<file path="config.mk">
export PLATFORM = sky130hd
export DESIGN_NAME = custom_delimiter_literal_scan_flat
export DESIGN_NICKNAME = d
export VERILOG_FILES = /design/src/design/cdls_pkg.sv /design/src/design/cdls_if.sv /design/src/design/cdls_front.sv /design/src/design/cdls_fifo.sv /design/src/design/cdls_back.sv /design/src/design/custom_delimiter_literal_scan.sv /design/src/flat_wrapper.sv
export SDC_FILE = /design/constraint.sdc
export NUM_CORES = 1
export LEC_CHECK = 0
export CAP_MARGIN = 40
export CORE_UTILIZATION = 63
export DETAILED_ROUTE_END_ITERATION = 10
export DONT_BUFFER_PORTS = 1
export GPL_TIMING_DRIVEN = 0
export PLACE_DENSITY = 0.86
export SYNTH_ARGS = -nofsm -noshare
export SYNTH_HDL_FRONTEND = slang
export SYNTH_SLANG_ARGS = --single-unit
</file>
<file path="constraint.sdc">
create_clock -name clk -period 18.3 [get_ports clk]
set_clock_uncertainty 0.15 [all_clocks]
set_input_delay 1.83 -clock clk [delete_from_list [all_inputs] [get_ports clk]]
set_output_delay 1.83 -clock clk [all_outputs]
set_load 0.005 [all_outputs]
</file>
<file path="src/design/cdls_pkg.sv">
// Package: shared constants, result codes and queue entry type for the delimiter scanner.
package cdls_pkg;

  // Field widths
  localparam int CHAR_W = 16;
  localparam int POS_W  = 32;

  // Longest delimiter the window can hold
  localparam int MAX_DELIM = 16;
  localparam int DLEN_W    = $clog2(MAX_DELIM + 1);
  localparam int DIDX_W    = (MAX_DELIM > 1) ? $clog2(MAX_DELIM) : 1;

  // Character codes
  localparam logic [CHAR_W-1:0] EOF_CODE   = 16'hFFFF;
  localparam logic [CHAR_W-1:0] TERM_RESET = 16'd124;

  // Queue between front and back; depth must be a power of two
  localparam int FIFO_DEPTH = 4;
  localparam int FIFO_AW    = $clog2(FIFO_DEPTH);
  localparam int FIFO_CW    = $clog2(FIFO_DEPTH + 1);

  // Result kinds
  typedef enum logic [1:0] {
    KIND_DATA  = 2'd0,
    KIND_TOKEN = 2'd1,
    KIND_EOF   = 2'd2,
    KIND_LONG  = 2'd3
  } kind_t;

  // One queue entry: the results caused by one input transaction
  typedef struct packed {
    logic              has_data;
    logic              has_tail;
    kind_t             tail_kind;
    logic [CHAR_W-1:0] data_char;
    logic [POS_W-1:0]  tok_start;
    logic [POS_W-1:0]  tok_end;
  } entry_t;

endpackage

</file>
<file path="src/design/cdls_if.sv">
// Interfaces: character input channel, result output channel, configuration write channel.
interface cdls_in_if;
  import cdls_pkg::*;
  logic              valid;
  logic              ready;
  logic [CHAR_W-1:0] char_code;
  logic [POS_W-1:0]  position;
  modport source (output valid, output char_code, output position, input ready);
  modport sink (input valid, input char_code, input position, output ready);
endinterface

interface cdls_out_if;
  import cdls_pkg::*;
  logic              valid;
  logic              ready;
  logic [1:0]        kind;
  logic [CHAR_W-1:0] char_code_out;
  logic [POS_W-1:0]  token_start;
  logic [POS_W-1:0]  token_end;
  logic              last;
  modport source (output valid, output kind, output char_code_out, output token_start,
                  output token_end, output last, input ready);
  modport sink (input valid, input kind, input char_code_out, input token_start,
                input token_end, input last, output ready);
endinterface

interface cdls_cfg_if;
  import cdls_pkg::*;
  logic              valid;
  logic              ready;
  logic [CHAR_W-1:0] terminator_code;
  modport source (output valid, output terminator_code, input ready);
  modport sink (input valid, input terminator_code, output ready);
endinterface

</file>
<file path="src/design/cdls_front.sv">
// Front end: accepts characters, tracks delimiter and window state, queues result entries.
module cdls_front (
  input  logic            clk,
  input  logic            rst,
  cdls_in_if.sink         chars,
  cdls_cfg_if.sink        cfg,
  input  logic            q_full,
  output logic            q_push,
  output cdls_pkg::entry_t q_entry
);
  import cdls_pkg::*;

  // Scanner state
  logic [CHAR_W-1:0] term;
  logic              in_body, in_body_next;
  logic [DLEN_W-1:0] dlen, dlen_next;
  logic [DLEN_W-1:0] bcnt, bcnt_next;
  logic [POS_W-1:0]  start_pos, start_pos_next;
  logic              start_cap, start_cap_next;
  // dchr[k] is the k-th most recent delimiter char; win[k] the k-th most recent body char
  logic [CHAR_W-1:0] dchr [MAX_DELIM];
  logic [CHAR_W-1:0] dchr_next [MAX_DELIM];
  logic [CHAR_W-1:0] win [MAX_DELIM];
  logic [CHAR_W-1:0] win_next [MAX_DELIM];
  logic [CHAR_W-1:0] win_sh [MAX_DELIM];

  logic              accept;
  logic              match_sh, match_zero, rearm;
  logic [DLEN_W-1:0] dlen_m1;
  logic [DIDX_W-1:0] ev_idx;
  logic [POS_W-1:0]  start_eff;

  assign chars.ready = !q_full;
  assign cfg.ready   = 1'b1;
  assign accept      = chars.valid && chars.ready;
  assign start_eff   = start_cap ? start_pos : chars.position;
  assign dlen_m1     = dlen - DLEN_W'(1);
  assign ev_idx      = dlen_m1[DIDX_W-1:0];

  // Shifted window and parallel compares against the delimiter
  always_comb begin
    match_sh   = 1'b1;
    match_zero = 1'b1;
    win_sh[0]  = chars.char_code;
    for (int k = 1; k < MAX_DELIM; k++) begin
      win_sh[k] = win[k-1];
    end
    for (int j = 0; j < MAX_DELIM; j++) begin
      if (DLEN_W'(j) < dlen) begin
        if (win_sh[j] != dchr[j]) match_sh = 1'b0;
        if (dchr[j] != '0) match_zero = 1'b0;
      end
    end
  end

  // Classify the transaction and form next state
  always_comb begin
    in_body_next   = in_body;
    dlen_next      = dlen;
    bcnt_next      = bcnt;
    start_pos_next = start_pos;
    start_cap_next = start_cap;
    dchr_next      = dchr;
    win_next       = win;
    rearm          = 1'b0;
    q_push         = 1'b0;
    q_entry        = '0;
    q_entry.tok_start = start_eff;
    q_entry.tok_end   = chars.position;

    if (accept) begin
      if (!start_cap) begin
        start_pos_next = chars.position;
        start_cap_next = 1'b1;
      end
      if (chars.char_code == EOF_CODE) begin
        q_entry.has_tail  = 1'b1;
        q_entry.tail_kind = KIND_EOF;
        rearm = 1'b1;
      end else if (!in_body) begin
        if (chars.char_code == term) begin
          if (match_zero) begin
            // empty or all-zero delimiter ends the token at once
            q_entry.has_tail  = 1'b1;
            q_entry.tail_kind = KIND_TOKEN;
            rearm = 1'b1;
          end else begin
            in_body_next = 1'b1;
            bcnt_next    = '0;
            for (int k = 0; k < MAX_DELIM; k++) win_next[k] = '0;
          end
        end else if (dlen >= DLEN_W'(MAX_DELIM)) begin
          q_entry.has_tail  = 1'b1;
          q_entry.tail_kind = KIND_LONG;
          rearm = 1'b1;
        end else begin
          dchr_next[0] = chars.char_code;
          for (int k = 1; k < MAX_DELIM; k++) dchr_next[k] = dchr[k-1];
          dlen_next = dlen + DLEN_W'(1);
        end
      end else begin
        // body char: shift window, evict oldest once the window is full
        win_next = win_sh;
        if (bcnt >= dlen) begin
          q_entry.has_data  = 1'b1;
          q_entry.data_char = win[ev_idx];
        end else begin
          bcnt_next = bcnt + DLEN_W'(1);
        end
        if (match_sh) begin
          q_entry.has_tail  = 1'b1;
          q_entry.tail_kind = KIND_TOKEN;
          rearm = 1'b1;
        end
      end
      q_push = q_entry.has_data || q_entry.has_tail;
    end

    if (rearm) begin
      in_body_next   = 1'b0;
      dlen_next      = '0;
      bcnt_next      = '0;
      start_cap_next = 1'b0;
      for (int k = 0; k < MAX_DELIM; k++) win_next[k] = '0;
    end
  end

  // Control state and window
  always_ff @(posedge clk) begin
    if (rst) begin
      term      <= TERM_RESET;
      in_body   <= 1'b0;
      dlen      <= '0;
      bcnt      <= '0;
      start_cap <= 1'b0;
      for (int k = 0; k < MAX_DELIM; k++) win[k] <= '0;
    end else begin
      if (cfg.valid) term <= cfg.terminator_code;
      in_body   <= in_body_next;
      dlen      <= dlen_next;
      bcnt      <= bcnt_next;
      start_cap <= start_cap_next;
      win       <= win_next;
    end
  end

  // Delimiter chars and start position need no reset
  always_ff @(posedge clk) begin
    dchr      <= dchr_next;
    start_pos <= start_pos_next;
  end

endmodule

</file>
<file path="src/design/cdls_fifo.sv">
// Short show-ahead queue of result entries between front and back.
module cdls_fifo (
  input  logic             clk,
  input  logic             rst,
  input  logic             push,
  input  cdls_pkg::entry_t push_entry,
  output logic             full,
  input  logic             pop,
  output logic             head_valid,
  output cdls_pkg::entry_t head
);
  import cdls_pkg::*;

  entry_t               mem [FIFO_DEPTH];
  logic [FIFO_AW-1:0]   wr_ptr, rd_ptr;
  logic [FIFO_CW-1:0]   cnt;
  logic                 do_pop;

  assign full       = (cnt == FIFO_CW'(FIFO_DEPTH));
  assign head_valid = (cnt != '0);
  assign head       = mem[rd_ptr];
  assign do_pop     = pop && head_valid;

  // Pointers and fill count
  always_ff @(posedge clk) begin
    if (rst) begin
      wr_ptr <= '0;
      rd_ptr <= '0;
      cnt    <= '0;
    end else begin
      if (push) wr_ptr <= wr_ptr + FIFO_AW'(1);
      if (do_pop) rd_ptr <= rd_ptr + FIFO_AW'(1);
      cnt <= cnt + FIFO_CW'(push) - FIFO_CW'(do_pop);
    end
  end

  // Entry storage
  always_ff @(posedge clk) begin
    if (push) mem[wr_ptr] <= push_entry;
  end

endmodule

</file>
<file path="src/design/cdls_back.sv">
// Back end: unpacks queue entries into one or two results on the output register.
module cdls_back (
  input  logic             clk,
  input  logic             rst,
  input  logic             head_valid,
  input  cdls_pkg::entry_t head,
  output logic             pop,
  cdls_out_if.source       results
);
  import cdls_pkg::*;

  logic              phase, phase_next;   // data part of head already sent
  logic              load, emit;
  logic [1:0]        kind_next;
  logic [CHAR_W-1:0] char_next;
  logic [POS_W-1:0]  start_next, end_next;
  logic              last_next;

  assign load = !results.valid || results.ready;

  // Pick the next result from the head entry
  always_comb begin
    pop        = 1'b0;
    emit       = 1'b0;
    phase_next = phase;
    kind_next  = KIND_DATA;
    char_next  = '0;
    start_next = '0;
    end_next   = '0;
    last_next  = 1'b1;
    if (load && head_valid) begin
      emit = 1'b1;
      if (head.has_data && !phase) begin
        char_next = head.data_char;
        last_next = !head.has_tail;
        if (head.has_tail) phase_next = 1'b1;
        else pop = 1'b1;
      end else begin
        kind_next = head.tail_kind;
        if (head.tail_kind == KIND_TOKEN) begin
          start_next = head.tok_start;
          end_next   = head.tok_end;
        end
        pop        = 1'b1;
        phase_next = 1'b0;
      end
    end
  end

  // Output register
  always_ff @(posedge clk) begin
    if (rst) begin
      results.valid <= 1'b0;
      phase         <= 1'b0;
    end else begin
      phase <= phase_next;
      if (load) results.valid <= emit;
    end
  end

  always_ff @(posedge clk) begin
    if (emit) begin
      results.kind          <= kind_next;
      results.char_code_out <= char_next;
      results.token_start   <= start_next;
      results.token_end     <= end_next;
      results.last          <= last_next;
    end
  end

endmodule

</file>
<file path="src/design/custom_delimiter_literal_scan.sv">
// A character's results pass through the queue register and then the output register.
// Throughput: one character per cycle while the queue is not full; a character with two results holds the output
// register for two transactions, and the four-entry queue absorbs the difference until it fills.
// Window match is a parallel compare of all delimiter lanes in the front stage.
// Reset (rst, synchronous): scanner rearmed, window zeroed, terminator back to '|',
// queue and output emptied; no clearing pass.
module custom_delimiter_literal_scan (
  input  logic       clk,
  input  logic       rst,
  cdls_in_if.sink    chars,
  cdls_cfg_if.sink   cfg,
  cdls_out_if.source results
);
  import cdls_pkg::*;

  logic   q_full, q_push, q_pop, q_head_valid;
  entry_t q_entry, q_head;

  // Front: scanner state and classification
  cdls_front u_front (
    .clk     (clk),
    .rst     (rst),
    .chars   (chars),
    .cfg     (cfg),
    .q_full  (q_full),
    .q_push  (q_push),
    .q_entry (q_entry)
  );

  // Queue between front and back
  cdls_fifo u_fifo (
    .clk        (clk),
    .rst        (rst),
    .push       (q_push),
    .push_entry (q_entry),
    .full       (q_full),
    .pop        (q_pop),
    .head_valid (q_head_valid),
    .head       (q_head)
  );

  // Back: result serializer
  cdls_back u_back (
    .clk        (clk),
    .rst        (rst),
    .head_valid (q_head_valid),
    .head       (q_head),
    .pop        (q_pop),
    .results    (results)
  );

endmodule

</file>
<file path="src/flat_wrapper.sv">
// flat-port wrapper written by rule: the top's interface ports become plain ports
module custom_delimiter_literal_scan_flat import cdls_pkg::*;
  (clk, rst, chars_valid, chars_char_code, chars_position, chars_ready, cfg_valid, cfg_terminator_code, cfg_ready, results_valid, results_kind, results_char_code_out, results_token_start, results_token_end, results_last, results_ready);
  cdls_in_if chars_i ();
  cdls_cfg_if cfg_i ();
  cdls_out_if results_i ();
  input  logic clk;
  input  logic rst;
  input wire logic [$bits(chars_i.valid)-1:0] chars_valid;
  input wire logic [$bits(chars_i.char_code)-1:0] chars_char_code;
  input wire logic [$bits(chars_i.position)-1:0] chars_position;
  output wire logic [$bits(chars_i.ready)-1:0] chars_ready;
  input wire logic [$bits(cfg_i.valid)-1:0] cfg_valid;
  input wire logic [$bits(cfg_i.terminator_code)-1:0] cfg_terminator_code;
  output wire logic [$bits(cfg_i.ready)-1:0] cfg_ready;
  output wire logic [$bits(results_i.valid)-1:0] results_valid;
  output wire logic [$bits(results_i.kind)-1:0] results_kind;
  output wire logic [$bits(results_i.char_code_out)-1:0] results_char_code_out;
  output wire logic [$bits(results_i.token_start)-1:0] results_token_start;
  output wire logic [$bits(results_i.token_end)-1:0] results_token_end;
  output wire logic [$bits(results_i.last)-1:0] results_last;
  input wire logic [$bits(results_i.ready)-1:0] results_ready;
  assign chars_i.valid = chars_valid;
  assign chars_i.char_code = chars_char_code;
  assign chars_i.position = chars_position;
  assign chars_ready = chars_i.ready;
  assign cfg_i.valid = cfg_valid;
  assign cfg_i.terminator_code = cfg_terminator_code;
  assign cfg_ready = cfg_i.ready;
  assign results_valid = results_i.valid;
  assign results_kind = results_i.kind;
  assign results_char_code_out = results_i.char_code_out;
  assign results_token_start = results_i.token_start;
  assign results_token_end = results_i.token_end;
  assign results_last = results_i.last;
  assign results_i.ready = results_ready;
  custom_delimiter_literal_scan u_core (.clk(clk), .rst(rst), .chars(chars_i), .cfg(cfg_i), .results(results_i));
endmodule
</file>
==> metrics.txt <==
# TYPE chip_impl_metric gauge
chip_impl_metric{name="maxClockFrequency",unit="GHz"} 0.202
chip_impl_metric{name="internal_power",unit="mW"} 4.22
chip_impl_metric{name="final_antenna_net_count",unit=""} 0
chip_impl_metric{name="drt_iter0_drc",unit=""} 4040
chip_impl_metric{name="netlist.area_leader.share",unit="%"} 51.7
chip_impl_metric{name="numCtsBuffers",unit=""} 97
chip_impl_metric{name="vdd.ir_drop.worst",unit="V"} 0.000106
chip_impl_metric{name="timing_worst_slew_pin_value",unit="ps"} 1050
chip_impl_info{name="timing.critical_path.to_type",value="register"} 1
chip_impl_metric{name="drive_gt1_share",unit="%"} 13.3
chip_impl_info{name="status",value="complete, no violations"} 1
chip_impl_metric{name="post_synth_xor_area_fraction",unit="%"} 6.00
chip_impl_metric{name="finalPower",unit="mW"} 5.82
chip_impl_metric{name="finalWeightedCongestion",unit=""} 1.04
chip_impl_metric{name="clock_power_share",unit="%"} 34.2
chip_impl_metric{name="finalHoldViolations",unit=""} 0
chip_impl_metric{name="vias_per_cell",unit=""} 6.82
chip_impl_metric{name="yosys_warnings",unit=""} 0
chip_impl_info{name="postSynth.topFlopCell",value="edfxtp_1"} 1
chip_impl_metric{name="critical_path_rt",unit="ps"} 18460
chip_impl_metric{name="worst_ep_arrival_time",unit="ps"} 5120
chip_impl_info{name="hold_path_startpoint",value="u_core.u_front.win[4]"} 1
chip_impl_metric{name="syn_avg_cell_area",unit="um^2"} 14.0
chip_impl_metric{name="cts_hold_repair.buffers",unit=""} 0
chip_impl_metric{name="areaGrowthSynthToFinish",unit="%"} 11.5
chip_impl_info{name="rsz0062_at_grt",value="no"} 1
chip_impl_metric{name="floorplan.io_pins",unit=""} 155
chip_impl_info{name="timing.rr.end",value="u_core.u_fifo.mem[2][69]"} 1
chip_impl_metric{name="global_route.overflow_total",unit=""} 0
chip_impl_metric{name="routedWlPerCell",unit="um"} 29.7
chip_impl_metric{name="port_buffers",unit=""} 0
chip_impl_metric{name="async_flop_share",unit="%"} 0
chip_impl_metric{name="post_synth_instance_area",unit="um^2"} 41000
chip_impl_info{name="clk_root_buffer_cell",value="clkbuf_16"} 1
chip_impl_metric{name="max-slew-margin-rel",unit="%"} 29.5
chip_impl_metric{name="synth_cells",unit=""} 2935
chip_impl_metric{name="grt_antenna_before_repair",unit=""} 1
chip_impl_metric{name="detail_route.drc_violations",unit=""} 0
chip_impl_metric{name="first_global_vias",unit=""} 26700
chip_impl_metric{name="dieHeight",unit="um"} 257
chip_impl_metric{name="clock_tree.htree_level_count",unit=""} 3
chip_impl_metric{name="ys_ff_latch",unit=""} 1002
chip_impl_metric{name="synth_fp_nets",unit=""} 3019
chip_impl_metric{name="grt_start_max_net_pins",unit=""} 69
chip_impl_info{name="synth_area_leaders",value="edfxtp_1 (52%), dfxtp_1 (14%), mux4_2 (8.1%), xnor2_1 (5.3%), a21oi_1 (3.4%)"} 1
chip_impl_metric{name="die_boundary_width",unit="um"} 257
chip_impl_info{name="post-synth-top-count-cell",value="edfxtp_1"} 1
chip_impl_metric{name="groute.usage.overall",unit="%"} 35.9
chip_impl_metric{name="place_hpwl",unit="mm"} 80.6
chip_impl_metric{name="pwr-share-seq",unit="%"} 51.6
chip_impl_info{name="tritoncts",value="yes"} 1
chip_impl_metric{name="postCtsResizedCells",unit=""} 0
chip_impl_metric{name="combinationalPowerShare",unit="%"} 14.2
chip_impl_info{name="min_to",value="u_core.u_front.win[4]"} 1
chip_impl_metric{name="cts_post_setup_buffers_inserted",unit=""} 0
chip_impl_metric{name="synth.distinct_cells",unit=""} 55
chip_impl_metric{name="maxSlewViolCount",unit=""} 0
chip_impl_metric{name="worst_setup_hold_path_clk_slew",unit="ps"} 70
chip_impl_metric{name="grt_pass1_wl",unit="mm"} 175
chip_impl_metric{name="seq_area_frac_synth",unit="%"} 66.1
chip_impl_info{name="setup.worst_path.class",value="in2reg"} 1
chip_impl_info{name="yosys.area.top_type",value="edfxtp_1"} 1
chip_impl_info{name="min-delay-path-class",value="reg2reg"} 1
chip_impl_info{name="largest_family_of_logic_cells_by_synthesized_area",value="simple AND/OR/NAND/NOR gates"} 1
chip_impl_metric{name="clock_tree.buffer_depth",unit=""} 3
chip_impl_metric{name="initial_core_utilization",unit="%"} 63.8
chip_impl_info{name="rr_startpoint",value="u_core.u_front.dlen[3]"} 1
chip_impl_metric{name="synth_compound_area_share",unit="%"} 4.76
chip_impl_info{name="leading_cell_types_by_count_after_synthesis",value="edfxtp_1 (707), dfxtp_1 (295), a21oi_1 (275), nand2_1 (274), nand3_1 (263)"} 1
chip_impl_metric{name="final_period_minus_worst_setup_slack",unit="ps"} 4950
chip_impl_metric{name="final-setup-viol-count",unit=""} 0
chip_impl_metric{name="sw_ratio",unit="%"} 27.4
chip_impl_metric{name="r2r_setup_slack",unit="ps"} 13560
chip_impl_metric{name="synth-simple-area-share",unit="%"} 10.6
chip_impl_metric{name="die-area",unit="um^2"} 66200
chip_impl_metric{name="clk-insertion-delay-late",unit="ps"} 690
chip_impl_metric{name="cts_sinks",unit=""} 1002
chip_impl_metric{name="cellPowerDensity",unit="nW/um^2"} 127
chip_impl_metric{name="worst_r2r_path_depth",unit=""} 10
chip_impl_metric{name="final_min_period_over_clock_period",unit="%"} 27.1
chip_impl_info{name="setup.worst_path.start_class",value="input pin"} 1
chip_impl_metric{name="core-area",unit="um^2"} 64300
chip_impl_metric{name="muxShareOfSynthArea",unit="%"} 9.86
chip_impl_metric{name="rows",unit=""} 93
chip_impl_metric{name="number_of_flops_mapped_to_enable_cells_by_yosys",unit=""} 707
chip_impl_metric{name="static-leakage-power",unit="nW"} 14.0
chip_impl_metric{name="netSwitchingPower",unit="mW"} 1.60
chip_impl_metric{name="worst_hold_path.num_cells",unit=""} 2
chip_impl_metric{name="detail_route.wirelength",unit="mm"} 119
chip_impl_metric{name="hold-worst-slack",unit="ps"} 302
chip_impl_metric{name="detailroute.via_count",unit=""} 27300
chip_impl_metric{name="drv_cap",unit=""} 0
chip_impl_metric{name="final_net_count",unit=""} 3149
chip_impl_metric{name="detail_route.first_pass.iterations",unit=""} 8
chip_impl_metric{name="adder_and_majority_gate_portion_of_the_synthesized_area",unit="%"} 0.476
chip_impl_metric{name="critPathMaxFanout",unit=""} 44
## through the flow
| stage | setup WS (ps) | TNS (ps) | instance area, um^2 | cells | util [%] |
|---|---|---|---|---|---|
| floorplan | 3710 | 0 | 41000 | 2935 | - |
| global placement | -381 | -381 | 42100 | 3790 | 65.4 |
| detailed placement | 12800 | 0 | 42600 | 3818 | 66.2 |
| CTS | 13420 | 0 | 45700 | 3999 | 71.1 |
| global route | 13230 | 0 | 45700 | 4002 | 71.1 |
| finish | 13350 | 0 | 45800 | 4003 | 71.1 |
## layer usage
layer / track usage [%] / share of wire (%) / vias to the layer above
met2: 58.2 / 48 / 2108
met4: 20.1 / 6.4 / 2
met3: 7.86 / 11 / 432
li1: - / - / 11300
met5: 0 / 0.013 / -
met1: 45.2 / 34 / 13400
## critical path: stages
cell,delay [ps]
xnor2_1,190
nand4_1,140
nor4_1,500
buf_2,270
o22ai_1,90
nor3_1,320
a31oi_2,260
a21oi_2,430
and2_4,700
buf_16,320
## kinds of logic after synthesis
kind of cell / count (synthesis)
mux: 215
flops: 1002
xor+xnor: 281
other cells: 1
simple gates: 867
fa+ha+maj: 15
buf+inv: 202
compound gates: 352
## layout by cell type (no fill, tap or decap), drive strengths merged, types with 16 or more instances in the layout
cell type	instances
mux2	33
mux2i	34
inv	21
a21oi	276
xnor2	247
edfxtp	707
mux4	148
xor2	34
nor2b	83
nor2	40
nor4	92
buf	97
dfxtp	295
and3	16
a211oi	33
nand2	274
clkbuf	239
clkinv	41
nand4	73
nand3	263
## worst max path at each step
stage	startpoint	endpoint	slack, ps	cells past startpoint
final	chars_char_code[10]	u_core.u_fifo.mem[2][69]	13350	10
after global routing	chars_char_code[10]	u_core.u_fifo.mem[2][69]	13230	10
after CTS	chars_char_code[10]	u_core.u_fifo.mem[2][69]	13420	10
after detailed placement	chars_char_code[10]	u_core.u_fifo.mem[3][41]	12800	10
after global placement	chars_char_code[0]	u_core.u_front.dlen[0]	-380	7
after floorplan	chars_char_code[8]	u_core.u_front.dlen[2]	3710	8
## layout make-up
type / count / area (um^2)
multi-input combinational: 1731 / 13000
timing repair buffer: 31 / 479
sequential: 1002 / 27100
clock inverter: 57 / 581
tap: 855 / 1070
fill: 3909 / 18600
clock buffer: 124 / 2560
inverter: 19 / 71.3
antenna: 1 / 2.50
buffer: 183 / 827
## registers in the layout, indices dropped and copies added (netlist names), 2 cells and up, named ones only
register                             flops
u_core.u_back.results.char_code_out     16
u_core.u_back.results.kind               2
u_core.u_back.results.token_end         32
u_core.u_back.results.token_start       32
u_core.u_fifo.cnt                        3
u_core.u_fifo.mem                      336
u_core.u_fifo.rd_ptr                     2
u_core.u_fifo.wr_ptr                     2
u_core.u_front.bcnt                      5
u_core.u_front.dchr                    256
u_core.u_front.dlen                      5
u_core.u_front.start_pos                32
u_core.u_front.term                     16
u_core.u_front.win                     256
## power groups by stage
stage	Clock, mW	Combinational [mW]	Sequential, mW
final	1.99	0.827	3.00
after CTS	1.99	0.823	3.00
after global routing	2.08	0.875	3.02
after detailed placement	0	0.800	3.03
after floorplan	0	0.577	2.98
after global placement	0	0.712	3.09
Power figures use the tool's default switching activity.
